==> src/rtl/dual_modulus_clock_divider_defines.svh <==
// Assertion helpers for the divider RTL.
`ifndef DUAL_MODULUS_CLOCK_DIVIDER_DEFINES_SVH
`define DUAL_MODULUS_CLOCK_DIVIDER_DEFINES_SVH

// Check that a condition holds in the same cycle as its trigger.
`define DMCD_ASSERT_SAME(label, clk, rst, ante, cons) \
   label: assert property (@(posedge clk) disable iff (rst) (ante) |-> (cons)) \
      else $error("dmcd assertion failed");

// Check that a condition holds in the cycle after its trigger.
`define DMCD_ASSERT_NEXT(label, clk, rst, ante, cons) \
   label: assert property (@(posedge clk) disable iff (rst) (ante) |=> (cons)) \
      else $error("dmcd assertion failed");

`endif

==> src/rtl/dmcd_pkg.sv <==
`default_nettype none

package dmcd_pkg;

   // Default width of the divisor and count fields.
   localparam int FIELD_BITS_DEFAULT = 12;

   // Byte address width of the register port (five registers at 4*i).
   localparam int ADDR_BITS = 5;

   // Register word index within the register port.
   typedef enum logic [2:0] {
      REG_DUAL_MODE     = 3'd0,
      REG_FIRST_DIV     = 3'd1,
      REG_FIRST_COUNT   = 3'd2,
      REG_SECOND_DIV    = 3'd3,
      REG_SECOND_COUNT  = 3'd4
   } reg_index_type;

   // One result transaction.
   typedef struct packed {
      logic period_strobe;
      logic active_phase;
   } result_type;

endpackage

`default_nettype wire

==> src/rtl/dmcd_csr.sv <==
`default_nettype none

module dmcd_csr
   import dmcd_pkg::*;
#(
   parameter int FIELD_BITS = FIELD_BITS_DEFAULT
) (
   input  wire logic                  clock,
   input  wire logic                  reset,
   input  wire logic                  psel,
   input  wire logic                  penable,
   input  wire logic                  pwrite,
   input  wire logic [ADDR_BITS-1:0]  paddr,
   input  wire logic [31:0]           pwdata,
   output logic      [31:0]           prdata,
   output logic                       pready,
   output logic                       dual_mode,
   output logic      [FIELD_BITS-1:0] first_div,
   output logic      [FIELD_BITS-1:0] first_count,
   output logic      [FIELD_BITS-1:0] second_div,
   output logic      [FIELD_BITS-1:0] second_count
);

   logic                  dual_ff;
   logic [FIELD_BITS-1:0] first_div_ff;
   logic [FIELD_BITS-1:0] first_count_ff;
   logic [FIELD_BITS-1:0] second_div_ff;
   logic [FIELD_BITS-1:0] second_count_ff;
   logic                  wr_en;
   logic [2:0]            word_index;

   assign pready     = 1'b1;
   assign wr_en      = psel & penable & pwrite;
   assign word_index = paddr[ADDR_BITS-1:2];

   // Write the selected register in the access cycle
   always_ff @(posedge clock) begin
      if (reset) begin
         dual_ff         <= 1'b0;
         first_div_ff    <= '0;
         first_count_ff  <= '0;
         second_div_ff   <= '0;
         second_count_ff <= '0;
      end else if (wr_en) begin
         case (word_index)
            REG_DUAL_MODE:    dual_ff         <= pwdata[0];
            REG_FIRST_DIV:    first_div_ff    <= pwdata[FIELD_BITS-1:0];
            REG_FIRST_COUNT:  first_count_ff  <= pwdata[FIELD_BITS-1:0];
            REG_SECOND_DIV:   second_div_ff   <= pwdata[FIELD_BITS-1:0];
            REG_SECOND_COUNT: second_count_ff <= pwdata[FIELD_BITS-1:0];
            default: ;
         endcase
      end
   end

   // Return the addressed register, zero extended
   always_comb begin
      case (word_index)
         REG_DUAL_MODE:    prdata = {31'd0, dual_ff};
         REG_FIRST_DIV:    prdata = 32'(first_div_ff);
         REG_FIRST_COUNT:  prdata = 32'(first_count_ff);
         REG_SECOND_DIV:   prdata = 32'(second_div_ff);
         REG_SECOND_COUNT: prdata = 32'(second_count_ff);
         default:          prdata = 32'd0;
      endcase
   end

   assign dual_mode    = dual_ff;
   assign first_div    = first_div_ff;
   assign first_count  = first_count_ff;
   assign second_div   = second_div_ff;
   assign second_count = second_count_ff;

endmodule

`default_nettype wire

==> src/rtl/dmcd_step.sv <==
`default_nettype none

module dmcd_step
   import dmcd_pkg::*;
#(
   parameter int FIELD_BITS = FIELD_BITS_DEFAULT
) (
   input  wire logic                  tick,
   input  wire logic                  dual_mode,
   input  wire logic [FIELD_BITS-1:0] first_div,
   input  wire logic [FIELD_BITS-1:0] first_count,
   input  wire logic [FIELD_BITS-1:0] second_div,
   input  wire logic [FIELD_BITS-1:0] second_count,
   input  wire logic [FIELD_BITS-1:0] tick_cnt,
   input  wire logic [FIELD_BITS-1:0] period_cnt,
   input  wire logic                  phase,
   output logic      [FIELD_BITS-1:0] tick_cnt_in,
   output logic      [FIELD_BITS-1:0] period_cnt_in,
   output logic                       phase_in,
   output result_type                 result
);

   localparam logic [FIELD_BITS-1:0] ONE = {{(FIELD_BITS-1){1'b0}}, 1'b1};

   logic                  cur_phase;
   logic [FIELD_BITS-1:0] divisor;
   logic [FIELD_BITS-1:0] count;

   // Single mode always runs the first divider
   assign cur_phase = dual_mode & phase;
   assign divisor   = cur_phase ? second_div : first_div;
   assign count     = cur_phase ? second_count : first_count;

   // Advance the tick and period counters for one parent tick
   always_comb begin
      tick_cnt_in          = tick_cnt;
      period_cnt_in        = period_cnt;
      phase_in             = phase;
      result.period_strobe = 1'b0;
      result.active_phase  = cur_phase;
      if (tick) begin
         if (!dual_mode) begin
            period_cnt_in = '0;
            phase_in      = 1'b0;
         end
         // Compare with >= so a lowered divisor or count ends the run at once
         if (tick_cnt >= divisor) begin
            result.period_strobe = 1'b1;
            tick_cnt_in          = '0;
            if (dual_mode) begin
               if (period_cnt >= count) begin
                  period_cnt_in = '0;
                  phase_in      = ~cur_phase;
               end else begin
                  period_cnt_in = period_cnt + ONE;
               end
            end
         end else begin
            tick_cnt_in = tick_cnt + ONE;
         end
      end
   end

endmodule

`default_nettype wire

==> src/rtl/dual_modulus_clock_divider.sv <==
`default_nettype none
// Dual-modulus clock divider.
// Each req transaction carries one parent tick slot (req_parent_tick). Each
// one yields exactly one rsp transaction: rsp_period_strobe is 1 when that
// tick closes an output period, rsp_active_phase names the divider in use.
// Single mode: every period is first divisor + 1 ticks. Dual mode: first
// count + 1 periods of first divisor + 1 ticks, then second count + 1
// periods of second divisor + 1 ticks, repeating.
// A req enters the input register, then passes the counter update into the
// result register, which drives rsp_valid. Throughput is one transaction per
// cycle while the receiver does not stall; the counter compare and increment
// sit between the input register and the result register. When the receiver
// stalls, the result register holds and one more transaction waits in the
// input register; req_ready then drops. The user must write registers over
// the APB-style port only while no transaction is in flight (not enforced).
// Reset (synchronous) clears registers, counters and both stages.
module dual_modulus_clock_divider
   import dmcd_pkg::*;
#(
   parameter int FIELD_BITS = FIELD_BITS_DEFAULT
) (
   input  wire logic                 clock,
   input  wire logic                 reset,
   input  wire logic                 req_valid,
   output logic                      req_ready,
   input  wire logic                 req_parent_tick,
   output logic                      rsp_valid,
   input  wire logic                 rsp_ready,
   output logic                      rsp_period_strobe,
   output logic                      rsp_active_phase,
   input  wire logic                 psel,
   input  wire logic                 penable,
   input  wire logic                 pwrite,
   input  wire logic [ADDR_BITS-1:0] paddr,
   input  wire logic [31:0]          pwdata,
   output logic      [31:0]          prdata,
   output logic                      pready
);

`include "dual_modulus_clock_divider_defines.svh"

   logic                  dual_mode;
   logic [FIELD_BITS-1:0] first_div;
   logic [FIELD_BITS-1:0] first_count;
   logic [FIELD_BITS-1:0] second_div;
   logic [FIELD_BITS-1:0] second_count;

   logic                  in_valid_ff;
   logic                  in_tick_ff;
   logic [FIELD_BITS-1:0] tick_cnt_ff;
   logic [FIELD_BITS-1:0] tick_cnt_in;
   logic [FIELD_BITS-1:0] period_cnt_ff;
   logic [FIELD_BITS-1:0] period_cnt_in;
   logic                  phase_ff;
   logic                  phase_in;
   logic                  out_valid_ff;
   result_type            out_ff;
   result_type            result;
   logic                  advance;

   dmcd_csr #(
      .FIELD_BITS (FIELD_BITS)
   ) u_csr (
      .clock        (clock),
      .reset        (reset),
      .psel         (psel),
      .penable      (penable),
      .pwrite       (pwrite),
      .paddr        (paddr),
      .pwdata       (pwdata),
      .prdata       (prdata),
      .pready       (pready),
      .dual_mode    (dual_mode),
      .first_div    (first_div),
      .first_count  (first_count),
      .second_div   (second_div),
      .second_count (second_count)
   );

   dmcd_step #(
      .FIELD_BITS (FIELD_BITS)
   ) u_step (
      .tick          (in_tick_ff),
      .dual_mode     (dual_mode),
      .first_div     (first_div),
      .first_count   (first_count),
      .second_div    (second_div),
      .second_count  (second_count),
      .tick_cnt      (tick_cnt_ff),
      .period_cnt    (period_cnt_ff),
      .phase         (phase_ff),
      .tick_cnt_in   (tick_cnt_in),
      .period_cnt_in (period_cnt_in),
      .phase_in      (phase_in),
      .result        (result)
   );

   // Move the held transaction on when the result register is free or draining
   assign advance   = in_valid_ff & (~out_valid_ff | rsp_ready);
   assign req_ready = ~in_valid_ff | advance;

   // Input stage
   always_ff @(posedge clock) begin
      if (reset) begin
         in_valid_ff <= 1'b0;
      end else if (req_ready) begin
         in_valid_ff <= req_valid;
      end
   end

   always_ff @(posedge clock) begin
      if (req_valid && req_ready) begin
         in_tick_ff <= req_parent_tick;
      end
   end

   // Divider state, updated once per processed transaction
   always_ff @(posedge clock) begin
      if (reset) begin
         tick_cnt_ff   <= '0;
         period_cnt_ff <= '0;
         phase_ff      <= 1'b0;
      end else if (advance) begin
         tick_cnt_ff   <= tick_cnt_in;
         period_cnt_ff <= period_cnt_in;
         phase_ff      <= phase_in;
      end
   end

   // Result stage
   always_ff @(posedge clock) begin
      if (reset) begin
         out_valid_ff <= 1'b0;
      end else if (advance) begin
         out_valid_ff <= 1'b1;
      end else if (rsp_ready) begin
         out_valid_ff <= 1'b0;
      end
   end

   always_ff @(posedge clock) begin
      if (advance) begin
         out_ff <= result;
      end
   end

   assign rsp_valid         = out_valid_ff;
   assign rsp_period_strobe = out_ff.period_strobe;
   assign rsp_active_phase  = out_ff.active_phase;

   // A strobe always restarts the tick count
   `DMCD_ASSERT_NEXT(a_strobe_clears, clock, reset, advance && result.period_strobe, tick_cnt_ff == '0)
   // Single mode leaves the phase and period count cleared after a tick
   `DMCD_ASSERT_NEXT(a_single_clear, clock, reset, advance && in_tick_ff && !dual_mode, !phase_ff && period_cnt_ff == '0)
   // The tick count and phase hold when no transaction is processed
   `DMCD_ASSERT_NEXT(a_hold_state, clock, reset, !advance, $stable(tick_cnt_ff) && $stable(phase_ff))
   // An empty result stage never blocks the input
   `DMCD_ASSERT_SAME(a_ready_empty, clock, reset, !out_valid_ff, req_ready)

endmodule

`default_nettype wire

==> config.mk <==
export PLATFORM = sky130hd
export DESIGN_NAME = dual_modulus_clock_divider
export DESIGN_NICKNAME = d
export VERILOG_FILES = /design/src/rtl/dmcd_pkg.sv /design/src/rtl/dmcd_csr.sv /design/src/rtl/dmcd_step.sv /design/src/rtl/dual_modulus_clock_divider.sv
export VERILOG_INCLUDE_DIRS = /design/src /design/src/rtl
export SDC_FILE = /design/constraint.sdc
export NUM_CORES = 1
export LEC_CHECK = 0
export ABC_CLOCK_PERIOD_IN_PS = 5950
export BUFFER_PORTS_ARGS = -buffer_cell sky130_fd_sc_hd__buf_2
export CORE_MARGIN = 5
export CORE_UTILIZATION = 61
export CTS_CLUSTER_DIAMETER = 200
export DETAILED_ROUTE_END_ITERATION = 8
export HOLD_SLACK_MARGIN = 0.12
export PLACE_DENSITY_LB_ADDON = 0.3
export SLEW_MARGIN = 20
export SYNTH_ARGS = -nofsm -noshare
export SYNTH_HDL_FRONTEND = slang
export SYNTH_SLANG_ARGS = --single-unit
==> constraint.sdc <==
create_clock -name clock -period 5.95 [get_ports clock]
set_input_delay 0.595 -clock clock [delete_from_list [all_inputs] [get_ports clock]]
set_output_delay 0.595 -clock clock [all_outputs]
set_load 0.03 [all_outputs]
==> reports/metrics.yaml, run 1 <==
outcome: "finished, final reports clean"
synth_xor_xnor_area_share: 0.02712
fin_ws_ns: 2.632
hold_buffers: 0
syn_inst: 479
synthArstFlopShare: 0
rrSetupSlack_ns: 2.84
cts_tree: "done"
slew_viol_final: 0
die_w_microns: 96.09
path_class: "in -> out"
hold_ws_ns: 0.4152
slew_headroom: 0.2627
antenna_found_initial: 0
postCtsSetupBuffers: 0
firstDrtPassIters: 5
clk_pin_slew_ns: 0.08
synth_mux_area_frac: 0.1913
initial_core_util: 0.6233
worst-path-max-fanout: 19
drv_cap: 0
ys_ff_latch: 79
antenna_cells: 0
ir_drop_uv: 131.7
post_cts_resized: 0
layout_common_cells: "mux2i_1, dfxtp_1, nor2_1, buf_2, ha_1"
intPower_w: 0.0007202
vias: 3598
r2r-start: "u_csr.dual_mode"
via_per_inst: 5.889
setup_viol: 0
synth_compound_area_frac: 0.1187
final.setup.tns_ns: 0
p_sw_w: 0.0002873
drt_iter0_drc: 269
drive_gt1_frac: 0.1465
portBuffers: 38
avgSynthCellArea_sq_um: 9.438
cp-endpoint: "prdata[9]"
layout_commonest_cell: "mux2i_1"
tightest_slew_ns: 1.104
synth_top_family_by_area: "multiplexers"
ys_warn_count: 0
switching_share: 0.2852
yosysSeqAreaShare: 0.3565
cts-root-buf: "clkbuf_8"
synthAdderAreaFrac: 0.07196
cts_inserted_buffers: 9
r2r_cells: 10
die_y_microns: 96.09
timing_hold_violations_final: 0
p_seq_frac: 0.537
ant_nets: 0
crit_start: "paddr[2]"
combPwrFrac: 0.088
grt_overflow: 0
gp_congestion: 0.8362
drc: 0
place_ws_ns: 2.756
cp-start-kind: "input port"
ctsHtreeMaxLevel: 3
ys_types: 49
synthFlopType: "dfxtp_1"
required_ns: 5.36
dieArea_sq_mm: 0.009232
power.density_mw_per_mm2: 207.4
worstSkewPairLatency_ns: 0.36
core-area_sq_mm: 0.007253
grt_pass1_vias: 3345
cellLeakagePower_nw: 2.206
synth-simple-area-share: 0.1663
synth_area_sq_mm: 0.004521
rsz0062_at_grt: "false"
place_inst: 594
track_usage: 0.2282
clockPowerShare: 0.375
fin_crit_sh: 0.5576
grt_max_degree: 55
crit_arrival_ns: 2.72
max_freq_mhz: 301.4
io_pins: 82
syn2layout_area_growth_pct: 7.473
fin_nets: 578
fp-row-count: 31
cp-end-kind: "output port"
final_cells: 611
wl_microns: 10210
r2r-end: "tick_cnt_ff[5]"
min_path_type: "in -> reg"
finalCriticalPeriod_ns: 3.318
grt_pass1_wl_microns: 16170
synth_enable_flop_cells: 3
post-dp-hpwl_microns: 7279
clock_skew_ns: 0.01004
clock_sinks: 79
cts_buffer_depth: 2
wl_per_cell_microns: 16.72
worst max-delay path: stages:
cell     delay, ns
buf_2         0.43
nor2b_1       0.93
a22oi_1       0.23
o22ai_1       0.26
buf_2         0.25
metrics by stage:
| step | total power, W | util | instance area [sq um] |
|---|---|---|---|
| after floorplan | 0.0006288 | - | 4592 |
| after global placement | 0.0006384 | 0.6429 | 4663 |
| after detailed placement | 0.0006403 | 0.6429 | 4663 |
| after CTS | 0.001012 | 0.6683 | 4847 |
| after global routing | 0.001046 | 0.6698 | 4858 |
| final | 0.001008 | 0.6698 | 4858 |
flip-flops by register name, indices dropped and copies added (netlist names):
signal / cells
period_cnt_ff: 12
tick_cnt_ff: 12
u_csr.first_count: 12
u_csr.first_div: 12
u_csr.second_count: 12
u_csr.second_div: 12
in_tick_ff: 1
in_valid_ff: 1
phase_ff: 1
rsp_active_phase: 1
rsp_period_strobe: 1
rsp_valid: 1
u_csr.dual_mode: 1
worst min-delay path by stage:
stage                          from    endpoint  slack [ns]  cells past startpoint
global route        req_parent_tick  in_tick_ff        0.42                      1
detailed placement         phase_ff    phase_ff        0.50                      2
CTS                 req_parent_tick  in_tick_ff        0.41                      1
finish              req_parent_tick  in_tick_ff        0.42                      1
floorplan                  phase_ff    phase_ff        0.46                      2
global placement           phase_ff    phase_ff        0.47                      2
synthesized netlist by cell type (2+ instances only):
cell type,count,area share
and3_1,3,0.0042
inv_1,9,0.0075
buf_4,22,0.037
conb_1,2,0.0017
and4_1,2,0.0039
nor2_1,74,0.061
a21oi_1,11,0.012
xnor2_1,5,0.0097
buf_6,2,0.0050
buf_2,6,0.0066
xor2_1,9,0.017
a21o_1,2,0.0033
a22oi_1,19,0.032
o21ai_1,6,0.0066
nand2b_1,5,0.0069
mux2_2,3,0.0075
edfxtp_1,3,0.020
a211o_1,2,0.0039
mux2i_1,83,0.18
nor4_4,2,0.0094
dfxtp_1,76,0.34
o31ai_1,6,0.010
clkbuf_1,13,0.011
o22ai_1,12,0.017
ha_1,26,0.072
nand3_1,12,0.013
nand2_1,19,0.016
nand4_1,9,0.012
o21ai_0,5,0.0055
nor2b_1,6,0.0083
and2_1,7,0.0097
power by group through the flow:
stage | Combinational [W] | Clock, W | Sequential [W]
6_report | 0.0000884 | 0.000378 | 0.000541
3_3_place_gp | 0.0000852 | 0 | 0.000553
5_1_grt | 0.0000946 | 0.000410 | 0.000542
2_1_floorplan | 0.0000743 | 0 | 0.000555
4_1_cts | 0.0000871 | 0.000384 | 0.000541
3_5_place_dp | 0.0000868 | 0 | 0.000553
cells by family (layout without fill, tap and decap cells):
family | Yosys count | count (layout)
DFF | 79 | 79
xor gates and xnor gates | 14 | 14
AOI/OAI and AO/OA | 73 | 73
other | 2 | 21
adders and majority gates | 26 | 26
buffers and inverters | 52 | 66
and+or+nand+nor | 147 | 147
muxes | 86 | 86
routing by layer:
metal | share of wire | track usage | vias to the layer above
li1 | - | - | 1730
met1 | 0.43 | 0.2909 | 1744
met2 | 0.47 | 0.3663 | 100
met3 | 0.056 | 0.03753 | 24
met4 | 0.034 | 0.1256 | 0
met5 | 0 | 0 | -
area by class of cell:
cell class | count | area, sq um
inverters | 9 | 33.78
flip-flops and latches | 79 | 1612
clock buffers | 9 | 123.9
well taps | 99 | 123.9
fillers | 603 | 2395
multi-input cells | 367 | 2689
clock inverters | 7 | 60.06
repair buffers | 41 | 216.5
(Power assumes the default switching activity.)
==> inputs of run 2 (changes only) <==
- ABC_CLOCK_PERIOD_IN_PS: 5950 -> 3100
- CORE_UTILIZATION: 61 -> 56
- clock period: 5.95 -> 3.1 ns (I/O delays scaled with it)
==> reports/metrics.yaml, run 2 (synthesis results as in run 1) <==
grt_pass1_vias: 3520  # +5.2%
slew_headroom: 0.4668  # +0.2041
timing_hold_violations_final: 0  # unchanged
slew_viol_final: 0  # unchanged
ant_nets: 0  # unchanged
clk_pin_slew_ns: 0.09  # about the same
outcome: "finished, final reports clean"
grt_max_degree: 53  # -3.6%
track_usage: 0.2146  # -0.01359
cp-end-kind: "flip-flop"
cellLeakagePower_nw: 2.283  # +3.5%
post-dp-hpwl_microns: 7655  # +5.2%
crit_arrival_ns: 3.08  # +0.36 ns
wl_microns: 10500  # +2.8%
cts_inserted_buffers: 9  # unchanged
nFillCells: 659  # +9.3%
clock_skew_ns: 0.01061  # +0.0005672 ns
fin_crit_sh: 0.9082
final_cells: 626  # +2.5%
layout_common_cells: "mux2i_1, dfxtp_1, nor2_1, buf_2, ha_1"
rsz0062_at_grt: "false"
min_path_type: "in -> reg"
io_pins: 82  # unchanged
max_freq_mhz: 355.2
clock_sinks: 79  # unchanged
grt_overflow: 0  # unchanged
final.setup.tns_ns: 0  # unchanged
power.density_mw_per_mm2: 407.5  # +97%
initial_core_util: 0.5790  # -0.04425
die_y_microns: 99.85  # +3.9%
rrSetupSlack_ns: 0.28  # -2.56 ns
required_ns: 3.36  # -2.00 ns
core-area_sq_mm: 0.007807  # +7.6%
via_per_inst: 5.773  # -2.0%
wl_per_cell_microns: 16.77  # +0.36%
setup_viol: 0  # unchanged
portBuffers: 38  # unchanged
multi_input_area_sq_mm: 0.002699  # +0.37%
drc: 0  # unchanged
drt_iter0_drc: 207  # -23%
fp-row-count: 32  # +3.2%
gp_congestion: 0.8094  # -3.2%
worst-path-max-fanout: 14  # -5
antenna_cells: 0  # unchanged
drive_gt1_frac: 0.1660  # +0.01955
drv_cap: 0  # unchanged
cts-root-buf: "clkbuf_8"
worstSkewPairLatency_ns: 0.35  # about the same
ir_drop_uv: 297.8  # +130%
vias: 3614  # +0.44%
finalCriticalPeriod_ns: 2.815
dieArea_sq_mm: 0.009969  # +8.0%
cts_buffer_depth: 2  # unchanged
ctsHtreeMaxLevel: 3  # unchanged
firstDrtPassIters: 4  # -1
regArea_sq_mm: 0.001612  # unchanged
tightest_slew_ns: 0.7998  # -0.3038 ns
antenna_found_initial: 0  # unchanged
path_class: "reg -> reg"
place_inst: 609  # +2.5%
cp-start-kind: "flip-flop"
layout_commonest_cell: "mux2i_1"
cts_tree: "done"
fin_nets: 590  # +2.1%
die_w_microns: 99.85  # +3.9%
syn2layout_area_growth_pct: 10.63
grt_pass1_wl_microns: 17080  # +5.7%
## run 2: final cells by class
class	count	share of cell area
clock inverter	7	0.01751
multi-input combinational	367	0.5397
clock buffer	9	0.02477
sequential	79	0.3222
timing repair buffer	53	0.06355
inverter	9	0.006755
tap	102	0.02552
## run 2: repair_timing
| action | in CTS | in global routing |
|---|---|---|
| buffers inserted | 0 | 0 |
| gates resized for setup | 0 | 2 |
| setup endpoints to repair | 0 | 6 |
| hold endpoints to repair | 0 | 1 |
| hold buffers | 0 | 1 |
## run 2: final timing paths
kind                                       start          endpoint  depth (start not counted)
worst min register to register  period_cnt_ff[1]  period_cnt_ff[1]                          2
worst max-delay path                    phase_ff  period_cnt_ff[5]                         10
worst min-delay path                   req_valid       in_valid_ff                          3
worst max register to register          phase_ff  period_cnt_ff[5]                         10
## run 2: report_power, final
group          internal (W)  switching, W  leakage, nW
Combinational     0.0000515      0.000126         1.53
Sequential          0.00103    0.00000853        0.641
Clock              0.000392      0.000429        0.108
Total               0.00147      0.000564         2.28
## run 2: worst max-delay path: stages (launching register included)
cell,delay [ns]
dfxtp_1,0.35
nand2_2,0.23
buf_12,0.20
mux2i_1,0.35
ha_1,0.31
a21oi_1,0.14
o21ai_0,0.10
a221o_1,0.41
a21oi_4,0.21
nand3b_4,0.16
o31ai_1,0.25
## run 2: metal layers
| metal | track usage | wire (microns) | vias up |
|---|---|---|---|
| met1 | 0.2738 | 4615 | 1718 |
| met5 | 0 | 0 | - |
| met2 | 0.3653 | 5038 | 121 |
| met4 | 0.07038 | 237 | 0 |
| met3 | 0.04031 | 609 | 23 |
| li1 | - | - | 1752 |
## run 2: per-stage QoR
step | instance area [sq um] | setup slack, ns | hold WS (ns) | utilization | power, W
final | 5001 | 0.2845 | 0.1770 | 0.6405 | 0.002038
after global routing | 5001 | 0.06587 | 0.2188 | 0.6405 | 0.002112
after CTS | 4981 | 0.1524 | 0.1275 | 0.6380 | 0.002046
after detailed placement | 4770 | 0.1937 | 0.4897 | 0.6109 | 0.001235
after global placement | 4770 | 0.2297 | 0.4878 | 0.6109 | 0.001231
after floorplan | 4592 | 0.4355 | 0.4089 | - | 0.001207
==> inputs of run 3 (changes only) <==
- ABC_AREA: not set -> 1
- ABC_CLOCK_PERIOD_IN_PS: 3100 -> 3000
- CORE_UTILIZATION: 56 -> 57
- clock period: 3.1 -> 3 ns (I/O delays scaled with it)
==> reports/metrics.yaml, run 3 <==
cp_slowest_cell: "dfxtp_1"
tightest_slew_ns: 0.5931  # -0.2067 ns
worst-path-max-fanout: 41  # +27
portBuffers: 38  # unchanged
path_class: "reg -> reg"
dieArea_sq_mm: 0.01012  # +1.5%
cts_buffer_depth: 2  # unchanged
wl_met1_microns: 4862  # +5.4%
postCtsSetupBuffers: 0  # unchanged
track_usage: 0.2246  # +0.01002
layout_commonest_cell: "nand2_1"
path_buf_inv: 2  # +1
ys_ff_latch: 79  # unchanged
topRoutingLayerUsed: "met4"
cp-start-kind: "flip-flop"
io_pins: 82  # unchanged
die_w_microns: 100.6  # +0.76%
outcome: "finished, final reports clean"
max_freq_mhz: 381.9  # +7.5%
slew_headroom: 0.6037  # +0.1368
layout_common_cells: "nand2_1, nor2_1, inv_1, dfxtp_1, o21ai_0"
min_path_type: "in -> reg"
wl_microns: 11090  # +5.6%
grt_pass1_wl_microns: 18440  # +8.0%
drv_cap: 0  # unchanged
r2r-start: "u_csr.dual_mode"
ys_types: 34  # -31%
grt_pass1_vias: 4032  # +15%
fp-row-count: 33  # +3.1%
cellLeakagePower_nw: 2.379  # +4.2%
avgSynthCellArea_sq_um: 6.902  # -27%
yosysMostFrequentCell: "nand2_1"
yosysTopAreaCell: "dfxtp_1"
antenna_cells: 0  # unchanged
power.density_mw_per_mm2: 427.2  # +4.8%
slew_viol_final: 0  # unchanged
required_ns: 3.29  # -0.07 ns
syn_inst: 678  # +42%
grt_overflow: 0  # unchanged
crit_start: "u_csr.dual_mode"
grt_max_degree: 52  # -1.9%
finalInstanceArea_sq_mm: 0.005069  # +1.4%
cts_inserted_buffers: 9  # unchanged
clock_skew_ns: 0.01389  # +0.003284 ns
gp_congestion: 0.8264  # +2.1%
fin_nets: 778  # +32%
synth_enable_flop_cells: 3  # unchanged
setup_viol: 0  # unchanged
final.setup.tns_ns: 0  # unchanged
wl_per_cell_microns: 13.58  # -19%
clock_sinks: 79  # unchanged
cp-end-kind: "flip-flop"
worst_path_largest_cell_delay_ns: 0.45  # +0.04 ns
fin_crit_sh: 0.8729  # -0.03528
antenna_found_initial: 0  # unchanged
cp.depth: 13  # +3
ant_nets: 0  # unchanged
firstDrtPassIters: 5  # +1
finalCriticalPeriod_ns: 2.619  # -0.1967 ns
ys_warn_count: 0  # unchanged
timing_hold_violations_final: 0  # unchanged
synth_area_leaders: "dfxtp_1, nand2_1, nor2_1, ha_1, o21ai_0"
initial_core_util: 0.5782  # -0.0007752
yosys-top-cells-count: "nand2_1, nor2_1, inv_1"
post_cts_resized: 0  # unchanged
synth_top_area_frac: 0.3251  # -0.01143
die_y_microns: 100.6  # +0.76%
core-area_sq_mm: 0.008093  # +3.7%
drc: 0  # unchanged
cp-endpoint: "tick_cnt_ff[7]"
rrSetupSlack_ns: 0.38  # +0.10 ns
cts_tree: "done"
synthArstFlopShare: 0  # unchanged
wl_met3_microns: 793  # +30%
r2r_cells: 13  # +3
yosysSeqAreaShare: 0.3444  # -0.01211
ir_drop_uv: 305.6  # +2.6%
drive_gt1_frac: 0.1278  # -0.03822
vias: 4336  # +20%
synth_area_sq_mm: 0.004679  # +3.5%
rsz0062_at_grt: "false"
clk_pin_slew_ns: 0.09  # about the same
placed_cell_area_sq_mm: 0.004850  # +1.7%
ctsHtreeMaxLevel: 3  # unchanged
drt_iter0_drc: 353  # +71%
syn2layout_area_growth_pct: 8.315
crit_arrival_ns: 2.91  # -0.17 ns
via_per_inst: 5.307  # -8.1%
synthFlopType: "dfxtp_1"
cts-root-buf: "clkbuf_8"
post-dp-hpwl_microns: 7801  # +1.9%
r2r-end: "tick_cnt_ff[7]"
met2WireLength_microns: 5303  # +5.3%
worstSkewPairLatency_ns: 0.37  # +0.02 ns
cp_cell_sequence: "nand2_1 -> buf_12 -> o21ai_0 -> ha_1 -> nand2_1 -> inv_1 -> nand2_1 -> a21oi_1 -> nor2_1 -> nand2_2 -> nand2_2 -> nand2_2 -> nor3_1"
cp_top_family: "simple AND/OR/NAND/NOR gates"
-- run 3: kinds of logic after synthesis --
logic type               count (synthesis)  synth area share
AND/OR/NAND/NOR                        308            0.2909
adder cells (fa/ha/maj)                 26           0.06952
XOR/XNOR                                 5          0.009360
AO/OA/AOI/OAI                          117            0.1374
multiplexers                             8           0.01711
buffers and inverters                  133            0.1297
other                                    2          0.001605
flip-flops                              79            0.3444
-- run 3: where the power goes --
part | switching (W) | leakage (nW) | internal, W | total, W
logic | 0.000165 | 1.63 | 0.0000603 | 0.000225
registers | 0.0000117 | 0.643 | 0.00107 | 0.00108
clock network | 0.000455 | 0.107 | 0.000404 | 0.000859
total | 0.000631 | 2.38 | 0.00153 | 0.00217
-- run 3: final cells by class --
cell class / count / area (sq um)
sequential: 79 / 1612
multi-input combinational: 485 / 2532
clock buffer: 9 / 123.9
tap: 105 / 131.4
timing repair buffer: 45 / 257.7
fill: 714 / 3024
clock inverter: 7 / 85.08
inverter: 87 / 326.6
-- run 3: timing repair --
item / CTS / global route
hold buffers: 1 / 0
endpoints found under the hold margin: 1 / 0
endpoints found under the setup margin: 0 / 0
-- run 3: how the worst min path moves through the flow --
stage	endpoint	slack, ns	cells after the start	start
after floorplan	in_valid_ff	0.37	1	reset
after CTS	rsp_valid	0.13	2	reset
after detailed placement	u_csr.first_count[11]	0.47	2	u_csr.first_count[11]
final	rsp_valid	0.13	2	reset
after global placement	u_csr.second_div[0]	0.46	2	u_csr.second_div[0]
after global routing	rsp_valid	0.13	2	reset
-- run 3: stage by stage --
step | total power (W) | utilization | std cells | hold WS (ns) | setup slack (ns)
after global placement | 0.001320 | 0.5993 | 800 | 0.4568 | 0.5146
after floorplan | 0.001292 | - | 697 | 0.3691 | 1.011
final | 0.002165 | 0.6263 | 817 | 0.1321 | 0.3812
after CTS | 0.002168 | 0.6263 | 817 | 0.1255 | 0.4268
after detailed placement | 0.001326 | 0.5993 | 800 | 0.4689 | 0.4528
after global routing | 0.002250 | 0.6263 | 817 | 0.1307 | 0.2683
-- run 3: metal layers --
layer	vias up	global-route usage
met3	12	0.04913
met1	1990	0.2888
met5	-	0
met4	0	0.06943
met2	144	0.3757
li1	2190	-
